[src/rtl/lcdmt_pkg.sv]
package lcdmt_pkg;

   // Scanline timing, in dots
   localparam logic [9:0] OAM_END     = 10'd80;
   localparam logic [9:0] XFER_END    = 10'd252;
   localparam logic [9:0] LINE_DOTS   = 10'd456;
   localparam logic [7:0] VBLANK_LINE = 8'd144;
   localparam logic [7:0] FRAME_LINES = 8'd154;

   // Mode codes
   localparam logic [1:0] MODE_HBLANK = 2'd0;
   localparam logic [1:0] MODE_VBLANK = 2'd1;
   localparam logic [1:0] MODE_OAM    = 2'd2;
   localparam logic [1:0] MODE_XFER   = 2'd3;

   // One time-advance request
   typedef struct packed {
      logic [5:0] elapsed;
      logic       lcd_on;
      logic       hblank_irq_en;
      logic       vblank_irq_en;
      logic       oam_irq_en;
      logic       match_irq_en;
      logic [7:0] compare_line;
   } req_type;

   // One result
   typedef struct packed {
      logic [1:0] mode;
      logic [7:0] line;
      logic       coincidence;
      logic       vblank_irq;
      logic       stat_irq;
      logic       hblank_pulse;
      logic       draw_pulse;
      logic       frame_pulse;
   } rsp_type;

endpackage

[src/rtl/lcd_mode_timing_controller_top.sv]
// Channel | Direction | Handshake              | Payload
// req     | in        | req_valid / req_ready  | req_data (lcdmt_pkg::req_type)
// rsp     | out       | rsp_valid / rsp_ready  | rsp_data (lcdmt_pkg::rsp_type)
//
// One request per clock while the result is not stalled; its result appears in the
// result register on the next cycle, when the dot, mode and line registers update.
// A request is taken whenever the result register is empty or being emptied.
// Synchronous active-high reset: line 0, OAM search, dot counter 0, flags clear.
// A stalled result holds the block; nothing is dropped.
module lcd_mode_timing_controller_top (
   input  logic               clock,
   input  logic               reset,
   input  logic               req_valid,
   output logic               req_ready,
   input  lcdmt_pkg::req_type req_data,
   output logic               rsp_valid,
   input  logic               rsp_ready,
   output lcdmt_pkg::rsp_type rsp_data
);

   logic [9:0] dot_ff, dot_in;
   logic [1:0] mode_ff, mode_in;
   logic [7:0] line_ff, line_in;
   logic       prev_stat_ff, prev_stat_in;
   logic       match_ff, match_in;
   logic       rsp_valid_ff;
   lcdmt_pkg::rsp_type rsp_ff, rsp_in;

   logic [9:0] dot_sum;
   logic [7:0] line_inc;
   logic       stat_level;
   logic       accept;

   assign req_ready = !rsp_valid_ff || rsp_ready;
   assign accept    = req_valid && req_ready;
   assign rsp_valid = rsp_valid_ff;
   assign rsp_data  = rsp_ff;

   assign dot_sum  = dot_ff + {4'd0, req_data.elapsed};
   assign line_inc = line_ff + 8'd1;

   // Next state and result for one time advance
   always_comb begin
      dot_in       = dot_ff;
      mode_in      = mode_ff;
      line_in      = line_ff;
      match_in     = match_ff;
      stat_level   = 1'b0;
      rsp_in       = '0;
      if (!req_data.lcd_on) begin
         mode_in = lcdmt_pkg::MODE_VBLANK;
         line_in = 8'd0;
      end else begin
         dot_in = dot_sum;
         unique case (mode_ff)
            lcdmt_pkg::MODE_OAM: begin
               if (dot_sum >= lcdmt_pkg::OAM_END) mode_in = lcdmt_pkg::MODE_XFER;
            end
            lcdmt_pkg::MODE_XFER: begin
               if (dot_sum >= lcdmt_pkg::XFER_END) begin
                  mode_in             = lcdmt_pkg::MODE_HBLANK;
                  rsp_in.hblank_pulse = 1'b1;
                  stat_level          = req_data.hblank_irq_en;
               end
            end
            lcdmt_pkg::MODE_HBLANK: begin
               if (dot_sum >= lcdmt_pkg::LINE_DOTS) begin
                  dot_in            = dot_sum - lcdmt_pkg::LINE_DOTS;
                  rsp_in.draw_pulse = 1'b1;
                  line_in           = line_inc;
                  if (line_inc == lcdmt_pkg::VBLANK_LINE) begin
                     mode_in           = lcdmt_pkg::MODE_VBLANK;
                     rsp_in.vblank_irq = 1'b1;
                     stat_level        = req_data.vblank_irq_en;
                  end else begin
                     mode_in    = lcdmt_pkg::MODE_OAM;
                     stat_level = req_data.oam_irq_en;
                  end
               end
            end
            lcdmt_pkg::MODE_VBLANK: begin
               if (dot_sum >= lcdmt_pkg::LINE_DOTS) begin
                  dot_in  = dot_sum - lcdmt_pkg::LINE_DOTS;
                  line_in = line_inc;
                  if (line_inc == lcdmt_pkg::FRAME_LINES) begin
                     rsp_in.frame_pulse = 1'b1;
                     mode_in            = lcdmt_pkg::MODE_OAM;
                     line_in            = 8'd0;
                     stat_level         = req_data.oam_irq_en;
                  end
               end
            end
            default: ;
         endcase
         // line compare
         match_in = (line_in == req_data.compare_line);
         if (match_in && req_data.match_irq_en) stat_level = 1'b1;
         rsp_in.stat_irq = stat_level && !prev_stat_ff;
      end
      prev_stat_in       = stat_level;
      rsp_in.mode        = mode_in;
      rsp_in.line        = line_in;
      rsp_in.coincidence = match_in;
   end

   // Timing state
   always_ff @(posedge clock) begin
      if (reset) begin
         dot_ff       <= 10'd0;
         mode_ff      <= lcdmt_pkg::MODE_OAM;
         line_ff      <= 8'd0;
         prev_stat_ff <= 1'b0;
         match_ff     <= 1'b0;
      end else if (accept) begin
         dot_ff       <= dot_in;
         mode_ff      <= mode_in;
         line_ff      <= line_in;
         prev_stat_ff <= prev_stat_in;
         match_ff     <= match_in;
      end
   end

   // Result register
   always_ff @(posedge clock) begin
      if (reset) begin
         rsp_valid_ff <= 1'b0;
      end else if (accept) begin
         rsp_valid_ff <= 1'b1;
      end else if (rsp_ready) begin
         rsp_valid_ff <= 1'b0;
      end
   end

   always_ff @(posedge clock) begin
      if (accept) rsp_ff <= rsp_in;
   end

   // Checks
   a_disabled: assert property (@(posedge clock) disable iff (reset)
      accept && !req_data.lcd_on |=>
         rsp_ff.mode == lcdmt_pkg::MODE_VBLANK && rsp_ff.line == 8'd0 && !rsp_ff.stat_irq)
      else $error("disabled request did not force vblank, line 0");

   a_frame: assert property (@(posedge clock) disable iff (reset)
      rsp_valid_ff && rsp_ff.frame_pulse |->
         rsp_ff.line == 8'd0 && rsp_ff.mode == lcdmt_pkg::MODE_OAM)
      else $error("frame pulse without wrap to OAM search at line 0");

   a_vblank: assert property (@(posedge clock) disable iff (reset)
      rsp_valid_ff && rsp_ff.vblank_irq |->
         rsp_ff.line == lcdmt_pkg::VBLANK_LINE && rsp_ff.draw_pulse)
      else $error("vblank request away from line 144");

   a_stat_edge: assert property (@(posedge clock) disable iff (reset)
      rsp_valid_ff && rsp_ff.stat_irq |-> prev_stat_ff)
      else $error("STAT request without the stored level set");

   a_state_track: assert property (@(posedge clock) disable iff (reset)
      rsp_valid_ff |-> rsp_ff.mode == mode_ff && rsp_ff.line == line_ff)
      else $error("result disagrees with timing state");

endmodule
[config.mk]
export PLATFORM = sky130hd
export DESIGN_NAME = lcd_mode_timing_controller_top
export DESIGN_NICKNAME = d
export VERILOG_FILES = /design/src/rtl/lcdmt_pkg.sv /design/src/rtl/lcd_mode_timing_controller_top.sv
export SDC_FILE = /design/constraint.sdc
export NUM_CORES = 1
export LEC_CHECK = 0
export BUFFER_PORTS_ARGS = -buffer_cell sky130_fd_sc_hd__buf_2
export CORE_MARGIN = 3
export CORE_UTILIZATION = 50
export DETAILED_ROUTE_END_ITERATION = 7
export GPL_ROUTABILITY_DRIVEN = 0
export GPL_TIMING_DRIVEN = 0
export PLACE_DENSITY = 0.74
export SETUP_SLACK_MARGIN = 0.1
export SLEW_MARGIN = 20
export SYNTH_ARGS = -nofsm -noshare
export SYNTH_HDL_FRONTEND = slang
export SYNTH_SLANG_ARGS = --single-unit
[constraint.sdc]
create_clock -name clock -period 4.6 [get_ports clock]
set_input_delay 0.69 -clock clock [delete_from_list [all_inputs] [get_ports clock]]
set_output_delay 0.69 -clock clock [all_outputs]
set_load 0.005 [all_outputs]
==> results of run 1 <==
## what timing repair did
item / in CTS / in global routing
hold buffers: 0 / 0
buffers inserted: 1 / 1
gates resized for setup: 0 / 1
pin swaps: 1 / 3
endpoints found under the setup margin: 3 / 4
## final cells by class
class,instances,share of cell area (%)
multi-input cells,277,55.8
plain buffers,20,2.78
flip-flops and latches,39,28.3
clock buffers,7,2.29
well taps,72,2.71
repair buffers,42,6.47
inverters,13,1.47
clock inverters,1,0.150
## power by group
group,switching [mW],internal [mW],leakage (nW)
logic,0.122,0.0699,0.894
registers,0.00601,0.374,0.346
clock network,0.119,0.106,0.0422
## Yosys cell counts, drive strengths merged, types with 4 or more instances
master	n	share of area (%)
nand2	42	5.4
nor2	30	3.8
a21oi	26	4.4
dfxtp	23	16
nand3	19	3.2
edfxtp	16	16
o21ai	15	2.7
a211oi	13	3.7
clkbuf	13	1.8
inv	13	1.7
ha	11	4.7
xnor2	10	3.0
nor3	9	1.5
buf	7	1.4
and2	6	1.3
mux2i	6	2.0
a211o	5	1.5
a31oi	5	1.3
nand4	5	1.1
o31ai	5	1.9
xor2	5	1.5
and3	4	0.85
nor2b	4	0.85
nor4	4	0.85
## state kept, by name, indices dropped and copies added (netlist names)
signal and flops:
mode_ff 2, prev_stat_ff 1, rsp_valid 1, dot_ff 10, line_ff 8, rsp_data 16, match_ff 1
## worst reg2reg max path: stages (launching register included)
cell	delay, ns
dfxtp_1	0.32
ha_1	0.23
fa_1	0.46
a21o_1	0.20
a21oi_1	0.23
xnor2_2	0.21
inv_1	0.16
ha_1	0.20
and3_1	0.18
o31ai_4	0.32
mux2_2	0.41
a21bo_2	0.19
a222oi_1	0.38
nand4_1	0.14
buf_4	0.18
o21ai_1	0.13
## cell families (layout without fill, tap and decap cells)
group,Yosys count,after routing,share of synthesized area (%)
AOI/OAI and AO/OA,102,102,26.3
muxes,9,9,3.20
xor gates and xnor gates,16,16,5.29
adders and majority gates,12,12,5.38
and+or+nand+nor,138,138,22.9
buffers and inverters,33,83,4.78
DFF,39,39,32.1
## worst paths after layout
check | cells after the start | endpoint | slack, ns | start
worst max-delay path | 16 | rsp_data[5] | 0.34 | req_data[13]
worst min-delay path | 2 | dot_ff[0] | 0.46 | dot_ff[0]
worst max register to register | 15 | rsp_data[5] | 0.52 | dot_ff[0]
worst min register to register | 2 | dot_ff[0] | 0.46 | dot_ff[0]
## metal layers
layer | share of wire [%] | up-vias | GRT usage [%]
met2 | 43 | 141 | 35.3
met5 | 0 | - | 0
li1 | - | 1392 | -
met1 | 47 | 1315 | 34.4
met3 | 8.4 | 13 | 3.80
met4 | 2.0 | 0 | 6.86
==> flow_metrics.tcl, run 1 <==
set metrics [dict create \
    status "complete, no violations" \
    maxCapViolCount 0 \
    numCtsBuffers 5 \
    crit_family "compound AO/OA/AOI/OAI gates" \
    worstPathArrival_ns 4.41 \
    critical-path-slowest-cell "fa_1" \
    rsz0062_at_grt "false" \
    dp_cells 461 \
    synth_cell_types 67 \
    clock-root-buffer "clkbuf_8" \
    layout_common_cells "buf_2 (45), nand2_1 (42), nor2_1 (30)" \
    critPathMaxFanout 5 \
    drv_slew 0 \
    rows 27 \
    seqCellArea_um2 941 \
    hold_viol 0 \
    tns_ns 0 \
    vdd_drop_max_v 0.000128 \
    tightest_slew_ns 0.662 \
    place_ws_ns -0.270 \
    core_region_area_um2 5570 \
    fin_cells 471 \
    first_global_vias 2538 \
    netlist_instances 349 \
    cp-end-kind "flop" \
    grt_max_degree 26 \
    synth_nets 384 \
    synthArstFlopShare_pct 0 \
    dieArea_um2 6820 \
    grt_first_pass_wirelength_um 12200 \
    final_util_pct 59.7 \
    cts_tree "yes" \
    post_dp_cell_area_um2 3220 \
    grt_util_all_layers_pct 23.5 \
    port_buffers 40 \
    antenna_found_initial 0 \
    critical_path_buf_inv_count 3 \
    drive_gt1_share_pct 19.3 \
    cts_max_level 2 \
    ant_nets 0 \
    gr-total-overflow 0 \
    cts_sinks 39 \
    final_area_um2 3330 \
    multi_input_area_um2 1860 \
    crit_chain "buf_2 -> ha_1 -> fa_1 -> a21o_1 -> a21oi_1 -> xnor2_2 -> inv_1 -> ha_1 -> and3_1 -> o31ai_4 -> mux2_2 -> a21bo_2 -> a222oi_1 -> nand4_1 -> buf_4 -> o21ai_1" \
    area_growth_pct 13.5 \
    die_y_um 82.6 \
    ys_ff_latch 39 \
    whs_ns 0.462 \
    clkTransAtPathRegs_ns 0.07 \
    synth_area_per_cell_um2 8.40 \
    maxSlewHeadroom_pct 55.9 \
    worstSetupPathType "in -> reg" \
    drc 0 \
    fmaxAchievable_ghz 0.235 \
    critical_path.max_stage_delay_ns 0.46 \
    synth_ff_type "dfxtp_1" \
    syn-cell-area_um2 2930 \
    final_common_cell "buf_2" \
    fillCellCount 534 \
    clk_latency_ns 0.29 \
    clk_path_buf_depth 2 \
    cp_common_cell "ha_1" \
    num_antenna_cells 0 \
    synth_warnings 0 \
    dp_hpwl_um 5520 \
    nets 433 \
    worst_ep_required_time_ns 4.74 \
    finalClockSkew_ns 0.00461 \
    drt-total-wl_um 7630 \
    finalCritPeriodShare_pct 92.7 \
    power_leakage_nw 1.28 \
    drt_iter0_drc 250 \
    start_util_pct 52.6 \
    drt_pass1_iterations 5 \
    wl_per_cell_um 16.2 \
    worst_setup_path_start_kind "input port" \
    finalCriticalPeriod_ns 4.26 \
    io_pins 41 \
    synth_seq_area_share_pct 32.1 \
    finalSetupViolCount 0 \
    die_x_um 82.6 \
    hold_class "reg -> reg" \
    power.total_mw 0.798 \
    viasPerCell 6.07 \
    via_count 2861 \
    powerDensity_nw_per_um2 240 \
    fin_ws_ns 0.337 \
    synth_edf_count 16 \
]
(Power assumes the default switching activity.)
==> inputs of run 2 (changes only) <==
--- a/config.mk
+++ b/config.mk
@@ -6,12 +6,12 @@
 export NUM_CORES = 1
 export LEC_CHECK = 0
 export BUFFER_PORTS_ARGS = -buffer_cell sky130_fd_sc_hd__buf_2
-export CORE_MARGIN = 3
+export CORE_MARGIN = 2
 export CORE_UTILIZATION = 50
 export DETAILED_ROUTE_END_ITERATION = 7
 export GPL_ROUTABILITY_DRIVEN = 0
 export GPL_TIMING_DRIVEN = 0
-export PLACE_DENSITY = 0.74
+export PLACE_DENSITY = 0.75
 export SETUP_SLACK_MARGIN = 0.1
 export SLEW_MARGIN = 20
 export SYNTH_ARGS = -nofsm -noshare
==> flow_metrics.tcl, run 2 (synthesized netlist as in run 1, its figures left out) <==
set metrics [dict create \
    ctsHoldBuffers 0 \
    p_sw_mw 0.253 \
    p_int_mw 0.620 \
    vdd_drop_max_v 0.000160 \
    die_x_um 80.6 \
    start_util_pct 52.6 \
    p_comb_share_pct 22.0 \
    cts_tree "yes" \
    critPathMaxFanout 5 \
    gr-total-overflow 0 \
    drt-total-wl_um 7710 \
    clk_latency_ns 0.30 \
    port_buffers 40 \
    finalCritPeriodShare_pct 94.6 \
    grt_util_all_layers_pct 25.5 \
    wl_per_cell_um 16.4 \
    pwr-share-clk_pct 34.4 \
    power_frac_seq_pct 43.6 \
    layout_common_cells "buf_2 (45), nand2_1 (42), nor2_1 (30)" \
    ant_nets 0 \
    worst_setup_path_start_kind "input port" \
    viasPerCell 6.13 \
    drt_iter0_drc 262 \
    hold_viol 0 \
    hold_class "reg -> reg" \
    maxCapViolCount 0 \
    area_growth_pct 14.7 \
    clk_path_buf_depth 2 \
    finalCriticalPeriod_ns 4.35 \
    dp_hpwl_um 5600 \
    worstPathArrival_ns 4.58 \
    status "complete, no violations" \
    clkTransAtPathRegs_ns 0.08 \
    cp-end-kind "flop" \
    post_dp_cell_area_um2 3220 \
    first_global_vias 2652 \
    final_common_cell "buf_2" \
    tightest_slew_ns 0.645 \
    worst_ep_required_time_ns 4.82 \
    finalClockSkew_ns 0.00652 \
    clock-root-buffer "clkbuf_8" \
    num_antenna_cells 0 \
    antenna_found_initial 0 \
    final_area_um2 3360 \
    finalSetupViolCount 0 \
    power_leakage_nw 1.30 \
    power.total_mw 0.873 \
    rows 27 \
    drt_pass1_iterations 5 \
    via_count 2885 \
    nets 433 \
    core_region_area_um2 5570 \
    powerDensity_nw_per_um2 260 \
    grt_first_pass_wirelength_um 12800 \
    largest_reg_flops 16 \
    die_y_um 80.6 \
    drive_gt1_share_pct 19.8 \
    maxSlewHeadroom_pct 57.0 \
    drv_slew 0 \
    numCtsBuffers 5 \
    io_pins 41 \
    grt_max_degree 26 \
    dieArea_um2 6490 \
    cts_max_level 2 \
    fmaxAchievable_ghz 0.230 \
    drc 0 \
    worstSetupPathType "in -> reg" \
    power.share.switching_pct 29.0 \
    cts_sinks 39 \
]
run 2: routing by layer:
metal,vias to the layer above,GRT usage (%),part of all wire [%]
li1,1395,-,-
met1,1335,35.7,44
met2,136,40.2,45
met3,19,3.93,8.4
met4,0,8.31,2.2
met5,-,0,0
run 2: per-stage QoR:
| stage | setup WS [ns] | std cells | TNS, ns | util (%) | hold WS [ns] |
|---|---|---|---|---|---|
| after floorplan | 0.423 | 349 | 0 | - | 0.440 |
| after global placement | -0.273 | 461 | -0.989 | 57.8 | 0.454 |
| after detailed placement | -0.326 | 461 | -1.21 | 57.8 | 0.461 |
| after CTS | 0.189 | 470 | 0 | 60.0 | 0.472 |
| after global routing | -0.000103 | 471 | -0.000103 | 60.3 | 0.510 |
| final | 0.248 | 471 | 0 | 60.3 | 0.468 |
run 2: timing repair:
item	4_1_cts	5_1_grt
setup buffers	1	1
pin swaps	1	1
endpoints found under the setup margin	4	4
gates resized for setup	0	1
gates cloned	0	0
run 2: area by class of cell:
class                      instances  area [um^2]
fill                             510         2210
multi-input combinational        277         1860
sequential                        39          941
timing repair buffer              42          215
buffer                            20         92.6
tap                               72         90.1
clock buffer                       6         82.6
inverter                          13         48.8
clock inverter                     2         35.0
run 2: power by group through the flow:
stage               Clock [mW]  Sequential, mW  Combinational [mW]
global route             0.319           0.382               0.214
CTS                      0.305           0.380               0.188
global placement             0           0.388               0.182
detailed placement           0           0.388               0.187
finish                   0.300           0.380               0.192
floorplan                    0           0.389               0.130
run 2: worst max-delay path: stages:
cell and delay (ns):
buf_2 0.10, ha_1 0.24, fa_1 0.47, a21o_1 0.21, a21oi_1 0.23, xnor2_2 0.21
inv_1 0.16, ha_1 0.20, and3_1 0.18, o31ai_4 0.34, mux2_2 0.40, a21bo_2 0.19
a222oi_1 0.39, nand4_1 0.17, buf_4 0.19, o31ai_2 0.19
run 2: worst paths after layout:
| check | startpoint | to | slack (ns) | cells after the start |
|---|---|---|---|---|
| max | req_data[13] | match_ff | 0.25 | 16 |
| min | dot_ff[0] | dot_ff[0] | 0.47 | 2 |
| max reg2reg | dot_ff[0] | match_ff | 0.42 | 15 |
| min reg2reg | dot_ff[0] | dot_ff[0] | 0.47 | 2 |
